<file path="src/rtl/core/gct_pkg.sv">
// Shared types and constants for the glyph cache table.
// Has no dependencies; every other file of the block but gct_glyph_ram imports it.
package gct_pkg;

  // Default sizes of the font set and the glyph table.
  localparam int unsigned GLYPH_SLOTS_DEF = 256;
  localparam int unsigned FONT_SLOTS_DEF  = 8;

  // Field widths fixed by the request and result formats.
  localparam int unsigned KEY_W  = 16;
  localparam int unsigned COEF_W = 32;
  localparam int unsigned DATA_W = 16;
  // Hash dividend: glyph key plus the font slot index.
  localparam int unsigned HASH_W = 17;

  // Request codes.
  localparam logic [1:0] REQ_FONT_SEL = 2'd0;
  localparam logic [1:0] REQ_STORE    = 2'd1;
  localparam logic [1:0] REQ_LOOKUP   = 2'd2;

  // Result status codes.
  localparam logic [1:0] STAT_HIT  = 2'd0;
  localparam logic [1:0] STAT_MISS = 2'd1;
  localparam logic [1:0] STAT_NONE = 2'd2;

  // Configuration register indexes.
  localparam logic CFG_GLYPH_LIMIT = 1'b0;
  localparam logic CFG_FONT_LIMIT  = 1'b1;

  // Update commands for the font set; at most one is raised per cycle.
  typedef struct packed {
    logic touch;   // make the addressed font the most recent
    logic insert;  // write a new font into the addressed free slot
    logic evict;   // drop the addressed font
  } font_cmd_t;

endpackage

</file>
<file path="src/rtl/core/gct_hash_div.sv">
// Restoring remainder unit for the glyph hash: one quotient bit per cycle.
// Depends on gct_pkg for the dividend width.
module gct_hash_div
  import gct_pkg::*;
#(
  parameter int unsigned LW = 9,
  parameter int unsigned AW = 8
) (
  input  logic              clk_i,
  input  logic              rst_ni,
  input  logic              start_i,
  input  logic [HASH_W-1:0] dividend_i,
  input  logic [LW-1:0]     divisor_i,
  output logic              done_o,
  output logic [AW-1:0]     rem_o
);

  localparam int unsigned CW = $clog2(HASH_W);

  logic [LW:0]       rem_q, rem_d, shifted;
  logic [HASH_W-1:0] dvd_q;
  logic [CW-1:0]     cnt_q;
  logic              run_q, done_q;

  // Shift in the next dividend bit and subtract the divisor when it fits.
  always_comb begin
    shifted = {rem_q[LW-1:0], dvd_q[HASH_W-1]};
    if (shifted >= {1'b0, divisor_i}) begin
      rem_d = shifted - {1'b0, divisor_i};
    end else begin
      rem_d = shifted;
    end
  end

  // Step counter and partial remainder.
  always_ff @(posedge clk_i or negedge rst_ni) begin
    if (!rst_ni) begin
      run_q  <= 1'b0;
      done_q <= 1'b0;
      cnt_q  <= '0;
      rem_q  <= '0;
      dvd_q  <= '0;
    end else begin
      // Pulse once, after the last step.
      done_q <= !start_i && run_q && (cnt_q == '0);
      if (start_i) begin
        run_q <= 1'b1;
        cnt_q <= CW'(HASH_W - 1);
        rem_q <= '0;
        dvd_q <= dividend_i;
      end else if (run_q) begin
        rem_q <= rem_d;
        dvd_q <= {dvd_q[HASH_W-2:0], 1'b0};
        cnt_q <= cnt_q - 1'b1;
        if (cnt_q == '0) begin
          run_q <= 1'b0;
        end
      end
    end
  end

  // The remainder is below the table limit, so it fits the address width.
  assign done_o = done_q;
  assign rem_o  = AW'(rem_q);

endmodule

</file>
<file path="config.mk">
export PLATFORM = sky130hd
export DESIGN_NAME = gct_hash_div
export DESIGN_NICKNAME = d
export VERILOG_FILES = /design/src/rtl/core/gct_pkg.sv /design/src/rtl/core/gct_hash_div.sv
export SDC_FILE = /design/constraint.sdc
export NUM_CORES = 1
export LEC_CHECK = 0
export ABC_AREA = 1
export ABC_CLOCK_PERIOD_IN_PS = 2300
export BUFFER_PORTS_ARGS = -buffer_cell sky130_fd_sc_hd__buf_2
export CORE_MARGIN = 1
export CORE_UTILIZATION = 50
export CTS_CLUSTER_SIZE = 28
export DETAILED_ROUTE_END_ITERATION = 8
export PLACE_DENSITY = 0.75
export SETUP_SLACK_MARGIN = 0.1
export SYNTH_ARGS = -nofsm -noshare
export SYNTH_HDL_FRONTEND = slang
export SYNTH_SLANG_ARGS = --single-unit
export TNS_END_PERCENT = 1
</file>
<file path="constraint.sdc">
create_clock -name clk_i -period 2.3 [get_ports clk_i]
set_input_delay 0.23 -clock clk_i [delete_from_list [all_inputs] [get_ports clk_i]]
set_output_delay 0.23 -clock clk_i [all_outputs]
set_load 0.01 [all_outputs]
</file>
==> flow_summary.html <==
<table>
<tr><th>Metric</th><th>Value</th></tr>
<tr><th colspan="2">Outcome</th></tr>
<tr><td>Result of the run</td><td>complete, but fails checks</td></tr>
<tr><td>Violated checks</td><td>negative hold slack</td></tr>
<tr><th colspan="2">Routing</th></tr>
<tr><td>Overall routed net length</td><td>4179 µm</td></tr>
<tr><td>DRT Pass-1 Iters</td><td>4</td></tr>
<tr><td>Vias post-DR</td><td>1749</td></tr>
<tr><td>Wire per inst</td><td>11.97 µm</td></tr>
<tr><td>Drt drc</td><td>0</td></tr>
<tr><td>Antenna viol nets, final</td><td>0</td></tr>
<tr><td>Iteration-0 DRC count of the detailed router</td><td>82</td></tr>
<tr><td>Detailed-route vias per instance</td><td>5.011</td></tr>
<tr><th colspan="2">Die</th></tr>
<tr><td>Die span in y</td><td>67.51 µm</td></tr>
<tr><td># rows</td><td>23</td></tr>
<tr><td>Top Ports</td><td>38</td></tr>
<tr><td>Horizontal die dimension</td><td>67.51 µm</td></tr>
<tr><td>Core area</td><td>0.004058 mm²</td></tr>
<tr><td>Initial cell density of the core</td><td>52.88%</td></tr>
<tr><td>Die ar.</td><td>0.004558 mm²</td></tr>
<tr><th colspan="2">Final layout</th></tr>
<tr><td>Number of antenna cells inserted</td><td>0</td></tr>
<tr><td>Final Instance Count excl. Fillers</td><td>349</td></tr>
<tr><td>Area delta synth-&gt;final</td><td>13.18%</td></tr>
<tr><td>Post-layout nets</td><td>339</td></tr>
<tr><td>Area taken by multi-input logic gates</td><td>0.001037 mm²</td></tr>
<tr><td>Area occupied by registers</td><td>825.8 µm²</td></tr>
<tr><td>Proportion of layout cells with a drive suffix above 1</td><td>24.75%</td></tr>
<tr><td>Filler cell count in the final layout</td><td>391</td></tr>
<tr><th colspan="2">Worst setup path</th></tr>
<tr><td>Critical setup path kind</td><td>reg2reg</td></tr>
<tr><td>Max stage delay cell, worst path</td><td>fa_1</td></tr>
<tr><td>Startpoint class of the critical path</td><td>flip-flop</td></tr>
<tr><td>Crit end category</td><td>flip-flop</td></tr>
<tr><td>Largest fanout of any net on the critical path</td><td>10</td></tr>
<tr><td>Worst path required time</td><td>2470 ps</td></tr>
<tr><td>Critical path cell sequence</td><td>inv_1 -&gt; ha_1 -&gt; fa_1 -&gt; inv_1 -&gt; nand2_1 -&gt; nand3_2 -&gt; nand2_4 -&gt; nand2_8 -&gt; nand2_1 -&gt; nand3_2 -&gt; o21ai_2</td></tr>
<tr><td>Data arrival time of the critical path</td><td>2010 ps</td></tr>
<tr><td>Delay of the slowest cell on the worst path</td><td>400 ps</td></tr>
<tr><th colspan="2">Clock network</th></tr>
<tr><td>CTS sink count</td><td>33</td></tr>
<tr><td>Clk slew on worst S/H paths</td><td>70 ps</td></tr>
<tr><td>Clock buffers created by TritonCTS</td><td>5</td></tr>
<tr><td>Clock tree from TritonCTS</td><td>done</td></tr>
<tr><td>Total setup buffers inserted after CTS</td><td>0</td></tr>
<tr><td>Number of buffers added to fix hold violations after cts</td><td>0</td></tr>
<tr><td>Quantity of gates resized following cts</td><td>0</td></tr>
<tr><td>Root buffer cell</td><td>clkbuf_8</td></tr>
<tr><td>Clock Path Buffers</td><td>2</td></tr>
<tr><td>CTS H-Tree Depth</td><td>2</td></tr>
<tr><td>Worst-Skew Late Latency</td><td>290 ps</td></tr>
<tr><th colspan="2">Synthesis</th></tr>
<tr><td>Most used DFF post-synth</td><td>dfrtp_1</td></tr>
<tr><td>Cell taking the most area after synthesis</td><td>dfrtp_1</td></tr>
<tr><td>Post-synth ARST share</td><td>100.0%</td></tr>
<tr><td>Most frequent cell after synthesis</td><td>nand2_1</td></tr>
<tr><td>Area fraction in and, or, nand and nor cells after synthesis</td><td>29.68%</td></tr>
<tr><td>Combinational family with the most area after synthesis</td><td>simple AND/OR/NAND/NOR gates</td></tr>
<tr><td>Synth unique cells</td><td>30</td></tr>
<tr><td>Number of enable flip-flop cells after synthesis</td><td>0</td></tr>
<tr><td>Post-synth net total</td><td>308</td></tr>
<tr><td>List of most frequent post-synthesis cells</td><td>65 x nand2_1, 47 x inv_1, 33 x dfrtp_1</td></tr>
<tr><td>Post-synthesis compound-gate area fraction</td><td>10.09%</td></tr>
<tr><td>Main area contributors after synthesis</td><td>dfrtp_1 38%, nand2_1 11%, inv_1 8.2%</td></tr>
<tr><td>Count of synthesis-stage warnings from yosys</td><td>0</td></tr>
<tr><td>Total of flip-flops plus latches after synthesis</td><td>33</td></tr>
<tr><td>Mux cell area share after synthesis</td><td>0%</td></tr>
<tr><td>Area of the mapped netlist</td><td>0.002146 mm²</td></tr>
<tr><td>Synthesized area per cell</td><td>8.037 µm²</td></tr>
<tr><td>Adder-cell share of the synthesized area</td><td>7.347%</td></tr>
<tr><td>Sequential area share after synthesis</td><td>38.48%</td></tr>
<tr><td>Gate Count Post-Synth</td><td>267</td></tr>
<tr><td>Area share of the largest cell type after synthesis</td><td>38.48%</td></tr>
<tr><td>XOR/XNOR Fraction of Synth Area</td><td>1.224%</td></tr>
<tr><th colspan="2">Global route</th></tr>
<tr><td>Wire length of the first global-routing pass</td><td>6982 µm</td></tr>
<tr><td>Congestion Overflow GR</td><td>0</td></tr>
<tr><td>Pin count of the biggest net entering global routing</td><td>34</td></tr>
<tr><td>Vias in the first global route</td><td>1592</td></tr>
<tr><td>Global-route usage over all layers</td><td>20.91%</td></tr>
<tr><td>Antenna violations before repair</td><td>0</td></tr>
<tr><th colspan="2">Power</th></tr>
<tr><td>PnR Total Power</td><td>2472 µW</td></tr>
<tr><td>Leak</td><td>0.001348 µW</td></tr>
<tr><td>Total power per unit cell area</td><td>1018 mW/mm²</td></tr>
<tr><td>Maximum vdd drop</td><td>493.6 µV</td></tr>
<tr><th colspan="2">Timing</th></tr>
<tr><td>Clock Skew</td><td>5.641 ps</td></tr>
<tr><td>Post-layout worst setup margin</td><td>462.5 ps</td></tr>
<tr><td>Hold Fails Final Rpt</td><td>28</td></tr>
<tr><td>Final hold slack</td><td>-7.973 ps</td></tr>
<tr><td>Final critical-path share of the clock period</td><td>79.89%</td></tr>
<tr><td>Maximum operating frequency</td><td>544.2 MHz</td></tr>
<tr><td>Final critical-path required period</td><td>1837 ps</td></tr>
<tr><td>Finish-stage setup viols</td><td>0</td></tr>
<tr><td>Worst slew slack as a fraction of its limit</td><td>52.36%</td></tr>
<tr><td>Final Max Tran Viols</td><td>0</td></tr>
<tr><td>Setup TNS</td><td>0 ps</td></tr>
<tr><td>Setup repair after global routing missed its margin</td><td>false</td></tr>
<tr><td>Worst slew pin tran</td><td>714.5 ps</td></tr>
<tr><th colspan="2">Placed design</th></tr>
<tr><td>Cell count after placement</td><td>341</td></tr>
<tr><td>Worst slack, placed</td><td>514.7 ps</td></tr>
<tr><td>RD Place Congestion</td><td>0.9046</td></tr>
<tr><td>Detail Placement HPWL</td><td>3082 µm</td></tr>
<tr><td>Number of buffers inserted by port buffering</td><td>37</td></tr>
<tr><th colspan="2">Hold path</th></tr>
<tr><td>Class of the most critical hold timing path</td><td>in2async</td></tr>
<tr><th colspan="2">Job</th></tr>
<tr><td>Max-Cap Viols</td><td>0</td></tr>
</table>
==> worst max-delay path: cells and delay by family, from the launching register on <==
family | cells | cell delay (ps)
fa+ha+maj | 2 | 610
simple gates | 6 | 570
flops | 1 | 340
buf+inv | 2 | 160
compound gates | 1 | 50
==> layout make-up <==
| type | count | area share [%] |
|---|---|---|
| Clock inverter | 3 | 1.906 |
| Tap cell | 50 | 2.576 |
| Inverter | 52 | 8.037 |
| Sequential cell | 33 | 34.00 |
| Clock buffer | 5 | 2.834 |
| Multi-Input combinational cell | 168 | 42.71 |
| Timing Repair Buffer | 38 | 7.934 |
==> kinds of logic (layout without fill, tap and decap cells) <==
family,after synthesis,in the layout
AOI/OAI and AO/OA,32,32
xor gates and xnor gates,3,3
DFF,33,33
buffers and inverters,66,98
and+or+nand+nor,121,121
adders and majority gates,12,12
==> power breakdown <==
part / internal, µW / leakage (µW) / switching, µW
logic: 429 / 0.000882 / 690
clock network: 324 / 0.0000543 / 227
registers: 718 / 0.000411 / 83.8
==> sequential cells by signal, summed over array words and instances, names as in the netlist <==
signal	flops
dvd_q	17
run_q	1
cnt_q	5
rem_q	9
done_o	1
==> placed cells by master (no fill, tap or decap), types with 7 or more instances in the layout <==
cell type,count
buf_2,37
o221ai_1,11
nand3_1,21
nand2_1,65
nand2_2,7
ha_1,11
dfrtp_1,33
inv_1,47
o21ai_1,7
==> worst paths after layout <==
kind                                       startpoint                     to  slack [ps]  depth (start not counted)
max in group asynchronous                      rst_ni  dvd_q[16]$_DFFE_PN0P_        1850                          1
min in group clk_i                      dividend_i[0]   dvd_q[0]$_DFFE_PN0P_         150                          3
worst min-delay path                           rst_ni   cnt_q[0]$_DFFE_PN0P_          -8                          1
worst min register to register   cnt_q[4]$_DFFE_PN0P_   cnt_q[4]$_DFFE_PN0P_         480                          1
worst max-delay path            dvd_q[16]$_DFFE_PN0P_   rem_q[0]$_DFFE_PN0P_         460                         11
worst max register to register  dvd_q[16]$_DFFE_PN0P_   rem_q[0]$_DFFE_PN0P_         460                         11
==> metal layers <==
layer / global-route usage (%) / vias up / part of all wire [%]
met2: 33.91 / 43 / 47
met5: 0 / - / 0
met1: 26.61 / 799 / 47
met3: 5.236 / 4 / 4.4
met4: 7.979 / 0 / 1.3
li1: - / 903 / -
==> stage by stage <==
| stage | utilization, % | area [µm²] |
|---|---|---|
| after floorplan | - | 2146 |
| after global placement | 57.02 | 2313 |
| after detailed placement | 57.02 | 2313 |
| after CTS | 59.85 | 2429 |
| after global routing | 59.85 | 2429 |
| final | 59.85 | 2429 |
Note: power is estimated with default switching activity, not from simulation.
